--- config.mk ---
export PLATFORM = sky130hd
export DESIGN_NAME = coordinate_pair_text_scanner_unit
export DESIGN_NICKNAME = d
export VERILOG_FILES = /design/src/hw/rtl/cpts_pkg.sv /design/src/hw/rtl/cpts_core.sv /design/src/hw/rtl/coordinate_pair_text_scanner_unit.sv
export SDC_FILE = /design/constraint.sdc
export NUM_CORES = 1
export LEC_CHECK = 0
export BUFFER_PORTS_ARGS = -buffer_cell sky130_fd_sc_hd__buf_2
export CELL_PAD_IN_SITES_DETAIL_PLACEMENT = 1
export CELL_PAD_IN_SITES_GLOBAL_PLACEMENT = 2
export CORE_ASPECT_RATIO = 0.6
export CORE_MARGIN = 2
export CORE_UTILIZATION = 30
export CTS_CLUSTER_DIAMETER = 40
export DETAILED_ROUTE_END_ITERATION = 10
export PLACE_DENSITY_LB_ADDON = 0.25
export SYNTH_ARGS = -nofsm -noshare
export SYNTH_HDL_FRONTEND = slang
export SYNTH_HIERARCHICAL = 1
export SYNTH_SLANG_ARGS = --single-unit
--- constraint.sdc ---
create_clock -name clk -period 6.8 [get_ports clk]
set_input_delay 0.34 -clock clk [delete_from_list [all_inputs] [get_ports clk]]
set_output_delay 0.34 -clock clk [all_outputs]
set_load 0.05 [all_outputs]
--- src/hw/rtl/cpts_pkg.sv ---
package cpts_pkg;

  localparam int unsigned CHAR_W  = 8;
  localparam int unsigned COORD_W = 14;
  localparam int unsigned POS_W   = 16;
  localparam int unsigned CNT_W   = 3;
  localparam int unsigned DIGIT_W = 4;

  localparam logic [POS_W-1:0]   MAX_LEN   = 16'hFFFF;
  localparam logic [CNT_W-1:0]   CNT_SAT   = 3'd5;
  localparam logic [CNT_W-1:0]   CNT_MAX   = 3'd4;
  localparam logic [CNT_W-1:0]   CNT_MIN   = 3'd3;
  localparam logic [COORD_W-1:0] RADIX     = 14'd10;

  localparam logic [CHAR_W-1:0] CH_NUL    = 8'h00;
  localparam logic [CHAR_W-1:0] CH_LF     = 8'h0A;
  localparam logic [CHAR_W-1:0] CH_SPACE  = 8'h20;
  localparam logic [CHAR_W-1:0] CH_BANG   = 8'h21;
  localparam logic [CHAR_W-1:0] CH_LPAREN = 8'h28;
  localparam logic [CHAR_W-1:0] CH_RPAREN = 8'h29;
  localparam logic [CHAR_W-1:0] CH_COMMA  = 8'h2C;
  localparam logic [CHAR_W-1:0] CH_MINUS  = 8'h2D;
  localparam logic [CHAR_W-1:0] CH_DOT    = 8'h2E;
  localparam logic [CHAR_W-1:0] CH_ZERO   = 8'h30;
  localparam logic [CHAR_W-1:0] CH_NINE   = 8'h39;
  localparam logic [CHAR_W-1:0] CH_COLON  = 8'h3A;
  localparam logic [CHAR_W-1:0] CH_LT     = 8'h3C;
  localparam logic [CHAR_W-1:0] CH_EQ     = 8'h3D;
  localparam logic [CHAR_W-1:0] CH_GT     = 8'h3E;
  localparam logic [CHAR_W-1:0] CH_AT     = 8'h40;

  typedef enum logic [1:0] {
    RUN_NONE   = 2'd0,
    RUN_DIGITS = 2'd1,
    RUN_SPACES = 2'd2
  } run_mode_t;

  typedef enum logic [1:0] {
    PEND_IDLE  = 2'd0,
    PEND_COMMA = 2'd1,
    PEND_Y     = 2'd2
  } pend_phase_t;

  typedef struct packed {
    logic [COORD_W-1:0] x_coord;
    logic [COORD_W-1:0] y_coord;
    logic [POS_W-1:0]   start_pos;
    logic [POS_W-1:0]   end_pos;
    logic               first_match_res;
  } match_t;

  function automatic logic is_stop(input logic [CHAR_W-1:0] c);
    logic hit;
    hit = 1'b0;
    case (c)
      CH_NUL, CH_LF, CH_SPACE, CH_BANG, CH_LPAREN, CH_RPAREN, CH_MINUS,
      CH_DOT, CH_COLON, CH_LT, CH_EQ, CH_GT, CH_AT: hit = 1'b1;
      default: hit = 1'b0;
    endcase
    return hit;
  endfunction

  function automatic logic cnt_ok(input logic [CNT_W-1:0] n);
    return (n >= CNT_MIN) && (n <= CNT_MAX);
  endfunction

endpackage

--- src/hw/rtl/cpts_core.sv ---
module cpts_core (
  input  logic                        clk,
  input  logic                        rst_n,
  input  logic                        step,
  input  logic [cpts_pkg::CHAR_W-1:0] ch,
  input  logic                        last,
  output logic                        match_valid,
  output cpts_pkg::match_t            match
);

  logic [cpts_pkg::POS_W-1:0]   position_r, position_nxt;
  logic [cpts_pkg::POS_W-1:0]   boundary_r, boundary_nxt;
  logic                         prev_stop_r, prev_stop_nxt;
  cpts_pkg::run_mode_t          run_mode_r, run_mode_nxt;
  logic [cpts_pkg::CNT_W-1:0]   run_count_r, run_count_nxt;
  logic [cpts_pkg::COORD_W-1:0] run_value_r, run_value_nxt;
  logic [cpts_pkg::POS_W-1:0]   run_start_r, run_start_nxt;
  logic                         run_prefix_r, run_prefix_nxt;
  cpts_pkg::pend_phase_t        pend_phase_r, pend_phase_nxt;
  logic [cpts_pkg::COORD_W-1:0] pend_x_r, pend_x_nxt;
  logic [cpts_pkg::POS_W-1:0]   pend_start_r, pend_start_nxt;
  logic [cpts_pkg::CNT_W-1:0]   y_count_r, y_count_nxt;
  logic [cpts_pkg::COORD_W-1:0] y_value_r, y_value_nxt;
  logic                         found_any_r, found_any_nxt;

  logic                           digit;
  logic                           stop;
  logic [cpts_pkg::DIGIT_W-1:0]   dval;
  logic [cpts_pkg::COORD_W-1:0]   dext;
  logic                           emit_mid;
  logic                           emit_end;

  assign digit = (ch >= cpts_pkg::CH_ZERO) && (ch <= cpts_pkg::CH_NINE);
  assign stop  = cpts_pkg::is_stop(ch);
  assign dval  = digit ? cpts_pkg::DIGIT_W'(ch - cpts_pkg::CH_ZERO) : '0;
  assign dext  = cpts_pkg::COORD_W'(dval);

  always_comb begin
    position_nxt   = position_r;
    boundary_nxt   = boundary_r;
    prev_stop_nxt  = prev_stop_r;
    run_mode_nxt   = run_mode_r;
    run_count_nxt  = run_count_r;
    run_value_nxt  = run_value_r;
    run_start_nxt  = run_start_r;
    run_prefix_nxt = run_prefix_r;
    pend_phase_nxt = pend_phase_r;
    pend_x_nxt     = pend_x_r;
    pend_start_nxt = pend_start_r;
    y_count_nxt    = y_count_r;
    y_value_nxt    = y_value_r;
    found_any_nxt  = found_any_r;
    emit_mid       = 1'b0;
    emit_end       = 1'b0;
    match          = '0;

    // pending pair
    unique case (pend_phase_r)
      cpts_pkg::PEND_COMMA: begin
        if (digit) begin
          pend_phase_nxt = cpts_pkg::PEND_Y;
          y_count_nxt    = cpts_pkg::CNT_W'(1);
          y_value_nxt    = dext;
        end else if (ch != cpts_pkg::CH_SPACE) begin
          pend_phase_nxt = cpts_pkg::PEND_IDLE;
        end
      end
      cpts_pkg::PEND_Y: begin
        if (digit) begin
          if (y_count_r < cpts_pkg::CNT_SAT) begin
            y_count_nxt = y_count_r + cpts_pkg::CNT_W'(1);
            if (y_count_r < cpts_pkg::CNT_MAX) begin
              y_value_nxt = cpts_pkg::COORD_W'(y_value_r * cpts_pkg::RADIX + dext);
            end
          end
        end else if (cpts_pkg::cnt_ok(y_count_r) && (y_value_r != '0) && stop) begin
          emit_mid              = 1'b1;
          match.x_coord         = pend_x_r;
          match.y_coord         = y_value_r;
          match.start_pos       = pend_start_r;
          match.end_pos         = position_r;
          match.first_match_res = !found_any_r;
          found_any_nxt         = 1'b1;
          boundary_nxt          = position_r;
          pend_phase_nxt        = cpts_pkg::PEND_IDLE;
        end else begin
          pend_phase_nxt = cpts_pkg::PEND_IDLE;
        end
      end
      default: pend_phase_nxt = cpts_pkg::PEND_IDLE;
    endcase

    // comma judges the run in front of it as X
    if (ch == cpts_pkg::CH_COMMA) begin
      pend_phase_nxt = cpts_pkg::PEND_IDLE;
      if ((run_mode_r != cpts_pkg::RUN_NONE) && cpts_pkg::cnt_ok(run_count_r) &&
          run_prefix_r && (run_value_r != '0) && (run_start_r >= boundary_nxt)) begin
        pend_phase_nxt = cpts_pkg::PEND_COMMA;
        pend_x_nxt     = run_value_r;
        pend_start_nxt = run_start_r;
      end
    end

    // digit run
    if (digit) begin
      if (run_mode_r == cpts_pkg::RUN_DIGITS) begin
        if (run_count_r < cpts_pkg::CNT_SAT) begin
          run_count_nxt = run_count_r + cpts_pkg::CNT_W'(1);
          if (run_count_r < cpts_pkg::CNT_MAX) begin
            run_value_nxt = cpts_pkg::COORD_W'(run_value_r * cpts_pkg::RADIX + dext);
          end
        end
      end else begin
        run_mode_nxt   = cpts_pkg::RUN_DIGITS;
        run_count_nxt  = cpts_pkg::CNT_W'(1);
        run_value_nxt  = dext;
        run_start_nxt  = position_r;
        run_prefix_nxt = prev_stop_r;
      end
    end else if (ch == cpts_pkg::CH_SPACE) begin
      if (run_mode_r == cpts_pkg::RUN_DIGITS) begin
        run_mode_nxt = cpts_pkg::RUN_SPACES;
      end
    end else begin
      run_mode_nxt = cpts_pkg::RUN_NONE;
    end
    if (emit_mid) begin
      run_mode_nxt = cpts_pkg::RUN_NONE;
    end

    prev_stop_nxt = stop;
    if (position_r < cpts_pkg::MAX_LEN) begin
      position_nxt = position_r + cpts_pkg::POS_W'(1);
    end

    // end of message: flush a Y that runs to the end, then start afresh
    if (last) begin
      if (!emit_mid && (pend_phase_nxt == cpts_pkg::PEND_Y) &&
          cpts_pkg::cnt_ok(y_count_nxt) && (y_value_nxt != '0)) begin
        emit_end              = 1'b1;
        match.x_coord         = pend_x_nxt;
        match.y_coord         = y_value_nxt;
        match.start_pos       = pend_start_nxt;
        match.end_pos         = position_nxt;
        match.first_match_res = !found_any_nxt;
      end
      position_nxt   = '0;
      boundary_nxt   = '0;
      prev_stop_nxt  = 1'b1;
      run_mode_nxt   = cpts_pkg::RUN_NONE;
      run_count_nxt  = '0;
      run_value_nxt  = '0;
      run_start_nxt  = '0;
      run_prefix_nxt = 1'b0;
      pend_phase_nxt = cpts_pkg::PEND_IDLE;
      pend_x_nxt     = '0;
      pend_start_nxt = '0;
      y_count_nxt    = '0;
      y_value_nxt    = '0;
      found_any_nxt  = 1'b0;
    end
  end

  assign match_valid = emit_mid || emit_end;

  always_ff @(posedge clk) begin
    if (!rst_n) begin
      position_r   <= '0;
      boundary_r   <= '0;
      prev_stop_r  <= 1'b1;
      run_mode_r   <= cpts_pkg::RUN_NONE;
      run_count_r  <= '0;
      run_value_r  <= '0;
      run_start_r  <= '0;
      run_prefix_r <= 1'b0;
      pend_phase_r <= cpts_pkg::PEND_IDLE;
      pend_x_r     <= '0;
      pend_start_r <= '0;
      y_count_r    <= '0;
      y_value_r    <= '0;
      found_any_r  <= 1'b0;
    end else if (step) begin
      position_r   <= position_nxt;
      boundary_r   <= boundary_nxt;
      prev_stop_r  <= prev_stop_nxt;
      run_mode_r   <= run_mode_nxt;
      run_count_r  <= run_count_nxt;
      run_value_r  <= run_value_nxt;
      run_start_r  <= run_start_nxt;
      run_prefix_r <= run_prefix_nxt;
      pend_phase_r <= pend_phase_nxt;
      pend_x_r     <= pend_x_nxt;
      pend_start_r <= pend_start_nxt;
      y_count_r    <= y_count_nxt;
      y_value_r    <= y_value_nxt;
      found_any_r  <= found_any_nxt;
    end
  end

endmodule

--- src/hw/rtl/coordinate_pair_text_scanner_unit.sv ---
// Scans a message one character per transaction and reports each "X,Y" pair of
// 3 or 4 digit nonzero values, with boundary checks, start/end positions and a
// first-match flag; in_last closes the message and clears all scan state. One
// character is taken every cycle unless the output stalls: a character is held
// in the input register, then the scan state and result register are updated
// together when it advances out of that register. The only stall is a result
// left waiting in the output register while out_ready is low; positions
// saturate at 65535.
module coordinate_pair_text_scanner_unit (
  input  logic                           clk,
  input  logic                           rst_n,
  input  logic                           in_valid,
  output logic                           in_ready,
  input  logic [cpts_pkg::CHAR_W-1:0]    in_ch,
  input  logic                           in_last,
  output logic                           out_valid,
  input  logic                           out_ready,
  output logic [cpts_pkg::COORD_W-1:0]   out_x_coord,
  output logic [cpts_pkg::COORD_W-1:0]   out_y_coord,
  output logic [cpts_pkg::POS_W-1:0]     out_start_pos,
  output logic [cpts_pkg::POS_W-1:0]     out_end_pos,
  output logic                           out_first_match_res
);

  logic                        s1_valid_r;
  logic [cpts_pkg::CHAR_W-1:0] s1_ch_r;
  logic                        s1_last_r;
  logic                        out_valid_r;
  cpts_pkg::match_t            out_r;
  logic                        advance;
  logic                        match_valid;
  cpts_pkg::match_t            match;

  assign advance  = s1_valid_r && (!out_valid_r || out_ready);
  assign in_ready = !s1_valid_r || advance;

  always_ff @(posedge clk) begin
    if (!rst_n) begin
      s1_valid_r <= 1'b0;
    end else if (in_valid && in_ready) begin
      s1_valid_r <= 1'b1;
    end else if (advance) begin
      s1_valid_r <= 1'b0;
    end
  end

  always_ff @(posedge clk) begin
    if (in_valid && in_ready) begin
      s1_ch_r   <= in_ch;
      s1_last_r <= in_last;
    end
  end

  cpts_core u_core (
    .clk         (clk),
    .rst_n       (rst_n),
    .step        (advance),
    .ch          (s1_ch_r),
    .last        (s1_last_r),
    .match_valid (match_valid),
    .match       (match)
  );

  always_ff @(posedge clk) begin
    if (!rst_n) begin
      out_valid_r <= 1'b0;
    end else if (advance) begin
      out_valid_r <= match_valid;
    end else if (out_ready) begin
      out_valid_r <= 1'b0;
    end
  end

  always_ff @(posedge clk) begin
    if (advance && match_valid) begin
      out_r <= match;
    end
  end

  assign out_valid           = out_valid_r;
  assign out_x_coord         = out_r.x_coord;
  assign out_y_coord         = out_r.y_coord;
  assign out_start_pos       = out_r.start_pos;
  assign out_end_pos         = out_r.end_pos;
  assign out_first_match_res = out_r.first_match_res;

endmodule

# Yosys cells after proc, flatten, opt, wreduce, memory -nomap -nowiden
# Cells that the tools add are included.
totals:
  input_bits: 13
  register_bits: 191
  elab_cells: 177
  out_inout_bits: 63
classes:
  n_mux: 72
  eq_ne: 23
  add_sub_neg: 6
  n_lt_le_gt_ge: 14
  mul: 2
  reduce_logical: 37
ops:
  columns: ["cell", "n"]
  rows:
  - ["$mux W61", 5]
  - ["$mux W16", 12]
  - ["$mux W14", 13]
  - ["$eq A8 B6 Y1 const B", 11]
  - ["$reduce_bool A14 Y1", 3]
  - ["$add A14 B4 Y14", 2]
  - ["$mul A14 B3 Y13 const B", 2]
  - ["$pmux W14 S2", 1]
  - ["$mux W3", 8]
  - ["$mux W2", 11]
  - ["$mux W1", 19]
  - ["$add A16 B1 Y16 const B", 1]
  - ["$ge A16 B16 Y1", 1]
  - ["$logic_and A1 B1 Y1", 16]
  - ["$lt A16 B16 Y1 const B", 1]
  - ["$reduce_or A13 Y1", 1]
  - ["$lt A3 B3 Y1 const B", 4]
  - ["$ge A3 B2 Y1 const B", 3]
  - ["$le A3 B3 Y1 const B", 3]
  - ["$reduce_and A3 Y1", 3]
  - ["$eq A8 B4 Y1 const B", 1]
  - ["$eq A8 B7 Y1 const B", 1]
  - ["$ge A8 B6 Y1 const B", 1]
  - ["$le A8 B6 Y1 const B", 1]
  - ["17 further kinds", 30]

# Depth between registers and ports, before layout
depth:
  depth_word: 19
  depth_mapped: 22
  ltp_nobuf: 20

# Modules after synthesis
# Netlist, hierarchy kept.
modules_own_cells:
  columns: ["mod", "cells_each", "instances", "seq_area_each_um2", "area_per_inst_um2"]
  rows:
  - ["cpts_core", 1095, 1, 2382.3, 8624.5]
  - ["coordinate_pair_text_scanner_unit", 83, 1, 2142.1, 2214.6]

# Worst setup path after synthesis
# No wires, ideal clock.
synth_path:
  path_type: "register to register"
  startpoint: "reg s1_ch_r[5] in the netlist's numbering"
  endpoint: "reg out_r, in the netlist out_end_pos[0], enable pin"
  t_arrival_ns: 6.707
  path_stages_with_launch: 20
  setup_slack_ns: -0.387
  setup_ns: 0.480
  required_ns: 6.320
  period_less_slack_ns: 7.187
  path_buffers: 3
  path_cell_list: "edfxtp_1 > or3b_2 > o31a_1 > o21ai_0 > nor3b_1 > buf_2 > buf_2 > mux2i_1 > ha_1 > a21o_1 > a21o_1 > a211oi_1 > o211ai_1 > a32oi_1 > o2111a_1 > a21oi_4 > buf_4 > inv_2 > nand2_1 > nor2_1"
synth_via:
  elab_chain_cells: 19
  elab_cells_between_ends: 58
  cone_classes: "add/sub: 1; order compare: 5; eq/ne: 15; mux: 24; reduce/logical: 13"
synth_lines:
  columns: ["element", "line", "rtl"]
  rows:
  - ["from (decl)", "coordinate_pair_text_scanner_unit.sv:26", "logic [cpts_pkg::CHAR_W-1:0] s1_ch_r;"]
  - ["from (signal assigned)", "coordinate_pair_text_scanner_unit.sv:49", "s1_ch_r <= in_ch;"]
  - ["$eq A8 B4 Y1 (tied with other cells)", "cpts_pkg.sv:55", "case (c)"]
  - ["$reduce_or A13 Y1", "cpts_pkg.sv:55", null]
  - ["$mux W1", "cpts_pkg.sv:55", null]
  - ["$logic_and A1 B1 Y1", "cpts_core.sv:76", "end else if (cpts_pkg::cnt_ok(y_count_r) && (y_value_r != '0) && stop) begin"]
  - ["$mux W16", "cpts_core.sv:76", null]
  - ["$mux W16", "cpts_core.sv:69", "if (digit) begin"]
  - ["$mux W16", "cpts_core.sv:58", "unique case (pend_phase_r)"]
  - ["$ge A16 B16 Y1", "cpts_core.sv:97", "run_prefix_r && (run_value_r != '0) && (run_start_r >= boundary_nxt)) begin"]
  - ["(+3 left out)", null, null]
  - ["$eq A2 B2 Y1", "cpts_core.sv:138", "if (!emit_mid && (pend_phase_nxt == cpts_pkg::PEND_Y) &&"]
  - ["$logic_and A1 B1 Y1 (2 in a row)", "cpts_core.sv:138", null]
  - ["$logic_and A1 B1 Y1", "cpts_core.sv:139", "cpts_pkg::cnt_ok(y_count_nxt) && (y_value_nxt != '0)) begin"]
  - ["$mux W1", "cpts_core.sv:138", null]
  - ["$mux W1", "cpts_core.sv:137", "if (last) begin"]
  - ["$logic_or A1 B1 Y1 *", "cpts_core.sv:164", "assign match_valid = emit_mid || emit_end;"]
  - ["named net match_valid", "coordinate_pair_text_scanner_unit.sv:31", "logic match_valid;"]
  - ["$logic_and A1 B1 Y1 *", "coordinate_pair_text_scanner_unit.sv:75", "if (advance && match_valid) begin"]
  - ["to (signal assigned)", "coordinate_pair_text_scanner_unit.sv:76", "out_r <= match;"]
  - ["to (decl)", "coordinate_pair_text_scanner_unit.sv:29", "cpts_pkg::match_t out_r;"]
# Mark *: on every way through the listed nets, which the timed path passes. The rest lies on a longest branch.
# A chain may end at the register's enable or synchronous reset.

==> flow_summary.yaml <==
timing:
  final_critical_path_time_including_i_o_delays_and_setup_ns: 5.90
  final.period_utilization_pct: 86.8
  max_slew.worst_pin.slew_ns: 1.14
  relSlewSlack_pct: 24.1
  timing_hold_violations_final: 0
  setup_tns_ns: 0
  grt_setup_unrepaired: "false"
  finalMaxSlewViolations: 0
  max_clock_freq_ghz: 0.169
  setup_slack_ns: 0.896
  timing.clock.skew_ns: 0.0115
  setup_viol: 0
cts:
  cts_tree: "yes"
  cts_setup_buffers: 0
  clk_root_buffer_cell: "sky130_fd_sc_hd__clkbuf_16"
  clk_pin_slew_ns: 0.07
  post_cts_resized: 0
  numCtsBuffers: 17
  htreeDepth: 4
  clock_insertion_delay_worst_skew_ns: 0.45
  post_cts_hold_buffer_count: 0
  sink_count_of_the_clock_tree: 191
  cts-root-to-sink-buffers: 2
global_routing:
  number_of_global_route_vias_before_repair: 8942
  grt_pass1_wl_um: 52300
  grt_use_total_pct: 17.8
  grt_antenna_before_repair: 0
  grt.busiest_layer: "met1"
  global_route.usage.met2_pct: 25.8
  grt.met3_usage_pct: 3.18
  grt_use_met1_pct: 27.3
  grt-ovfl-total: 0
  grt_start_max_net_pins: 83
setup_path:
  cp.buffers_inverters: 2
  critPathKind: "reg2reg"
  startpoint_type: "register"
  stage_delay_of_the_slowest_cell_on_the_critical_path_ns: 0.52
  worstPathArrival_ns: 6.19
  timing.critical_path.slowest_stage_cell: "sky130_fd_sc_hd__or3b_2"
  path_cells: "or3b_2 > o31a_1 > o21ai_0 > nor3b_2 > buf_4 > mux2i_1 > ha_1 > a21o_1 > a21o_1 > a21oi_1 > o211ai_1 > a32oi_1 > o2111a_1 > buf_4 > nand2_1 > o21ai_0"
  critical_path_peak_fanout: 29
  worstPathRequired_ns: 7.08
  cpLargestDelayFamily: "compound AO/OA/AOI/OAI gates"
  endpoint_kind: "register"
die:
  dieArea_mm2: 0.0377
  width_of_the_chip_um: 249
  initial_core_util_pct: 30.7
  std_cell_rows: 53
  core-area_mm2: 0.0353
  fp.dieH_um: 151
  io_pins: 76
cells_and_area:
  register_area_mm2: 0.00452
  post_route_cells_drive_above_1_share_pct: 11.3
  multi_input_combinational_cell_area_mm2: 0.00581
  final_stage_net_count: 1299
  layout-area-overhead-vs-synth_pct: 12.8
  nFillCells: 4065
  finalCoreUtilization_pct: 34.7
power_and_ir_drop:
  ir_worst_vdd_v: 0.000130
  power_per_cell_area_mw_per_mm2: 186
  static-leakage-power_nw: 4.22
yosys:
  synthCells: 1178
  synthesis.area_per_instance_um2: 9.20
  synth_net_count: 1262
  yosysSeqAreaShare_pct: 41.7
  synth-edff-count: 70
  ys_ff_latch: 191
  synth.distinct_cells: 75
  post_synth_instance_area_mm2: 0.0108
  synthFlopType: "sky130_fd_sc_hd__dfxtp_1"
  share_of_synthesized_registers_carrying_an_async_set_or_reset_pct: 0
  ys.warnings.count: 6
hold_path:
  worstHoldPathType: "in2reg"
status:
  run_status: "completed"
place:
  port-buffer-count: 75
  preCtsSetupSlack_ns: 1.01
  final_weighted_congestion_of_routability_driven_global_placement: 0.798
  place_hpwl_um: 23400
drt:
  routed_wirelength_um: 32800
  wl_per_cell_um: 19.3
  dr.pass1.iters: 5
  ant_nets: 0
  drt_iter0_drc: 601
  route.vias.total: 8864
  remaining_drc_errors: 0
  detail_route.vias_per_cell: 5.23
flow_run:
  cap_viol_max_count: 0
==> stage by stage <==
step                      instance area, um^2  hold slack, ns  std cells  power, mW
after floorplan                         10800           0.437       1178       1.26
after global placement                  11600           0.449       1663       1.28
after detailed placement                11600           0.468       1663       1.28
after CTS                               12200          0.0410       1695       2.31
after global routing                    12200          0.0417       1695       2.36
final                                   12200          0.0651       1696       2.28
==> state kept, by name (all words and copies together) (netlist names), 2 cells and up <==
register,flops
u_core/y_count_r,3
u_core/position_r,16
out_x_coord,14
out_start_pos,16
out_end_pos,16
u_core/boundary_r,16
u_core/run_value_r,14
out_y_coord,14
u_core/pend_x_r,14
s1_ch_r,8
u_core/pend_start_r,16
u_core/run_start_r,16
u_core/y_value_r,14
u_core/run_mode_r,2
u_core/pend_phase_r,2
u_core/run_count_r,3
==> cell usage in the layout (no fill, tap or decap), types with 38 or more instances in the layout <==
cell type	n
sky130_fd_sc_hd__dfxtp_1	121
sky130_fd_sc_hd__nor2b_1	112
sky130_fd_sc_hd__buf_2	75
sky130_fd_sc_hd__a21oi_1	74
sky130_fd_sc_hd__nand2_1	70
sky130_fd_sc_hd__edfxtp_1	70
sky130_fd_sc_hd__ha_1	69
sky130_fd_sc_hd__inv_1	60
sky130_fd_sc_hd__nor2_1	50
sky130_fd_sc_hd__a22oi_1	47
sky130_fd_sc_hd__o21ai_0	38
==> worst paths after layout <==
kind	startpoint	endpoint	slack, ns	depth (start not counted)
worst max-delay path	s1_ch_r[5]$_DFFE_PP_	out_end_pos[6]$_DFFE_PP_	0.90	16
worst min-delay path	in_ch[3]	s1_ch_r[3]$_DFFE_PP_	0.07	1
worst max register to register	s1_ch_r[5]$_DFFE_PP_	out_end_pos[6]$_DFFE_PP_	0.90	16
worst min register to register	u_core/found_any_r$_SDFFE_PN0P_	u_core/found_any_r$_SDFFE_PN0P_	0.48	2
==> layer usage <==
metal / vias to the layer above / wire length, um
li1: 4359 / -
met1: 4367 / 18100
met2: 123 / 13300
met3: 15 / 1080
met4: 0 / 248
met5: - / 0
==> layout make-up <==
type	instances	area share [%]
well taps	467	4.78
clock inverters	14	1.16
inverters	61	1.87
clock buffers	18	3.59
flip-flops and latches	191	37.0
repair buffers	89	4.03
diodes	1	0.0205
multi-input cells	855	47.5
==> power breakdown <==
group | switching (mW) | total (mW) | internal (mW)
logic | 0.0480 | 0.0682 | 0.0203
registers | 0.00683 | 1.19 | 1.18
clock network | 0.470 | 1.02 | 0.551
total | 0.525 | 2.28 | 1.75
==> logic make-up after synthesis <==
kind of cell / synth area share [%]
fa+ha+maj: 8.43
simple gates: 21.6
compound gates: 18.8
flops: 41.7
xor+xnor: 2.71
mux: 1.96
buf+inv: 4.80
==> cells in the mapped netlist (6+ instances only) <==
cell                       count  area share (%)
sky130_fd_sc_hd__xnor2_1      18             1.5
sky130_fd_sc_hd__a31oi_1      18             1.0
sky130_fd_sc_hd__nor3b_1      17             1.2
sky130_fd_sc_hd__nor2_1       51             1.8
sky130_fd_sc_hd__dfxtp_1     121              22
sky130_fd_sc_hd__a21oi_1      74             3.4
sky130_fd_sc_hd__a211oi_1      8            0.55
sky130_fd_sc_hd__nor3_1       31             1.4
sky130_fd_sc_hd__nand3_1      31             1.4
sky130_fd_sc_hd__o21ai_0      39             1.8
sky130_fd_sc_hd__clkbuf_1     52             1.8
sky130_fd_sc_hd__mux2i_1      19             1.8
sky130_fd_sc_hd__ha_1         69             8.0
sky130_fd_sc_hd__nor4_1        8            0.46
sky130_fd_sc_hd__edfxtp_1     70              19
sky130_fd_sc_hd__inv_1        60             2.1
sky130_fd_sc_hd__o22ai_1      35             2.0
sky130_fd_sc_hd__and2_1       36             2.1
sky130_fd_sc_hd__a21o_1       11            0.76
sky130_fd_sc_hd__nor2b_1     112             6.5
sky130_fd_sc_hd__a22oi_1      47             3.3
sky130_fd_sc_hd__o21a_1       11            0.76
sky130_fd_sc_hd__and3_1       12            0.69
sky130_fd_sc_hd__o211ai_1      6            0.42
sky130_fd_sc_hd__nand4_1      13            0.75
sky130_fd_sc_hd__o21ai_1      10            0.46
sky130_fd_sc_hd__nand2_1      70             2.4
sky130_fd_sc_hd__buf_2        11            0.51
sky130_fd_sc_hd__xor2_1       13             1.1
sky130_fd_sc_hd__nand2b_1      9            0.52
Power figures use the tool's default switching activity.
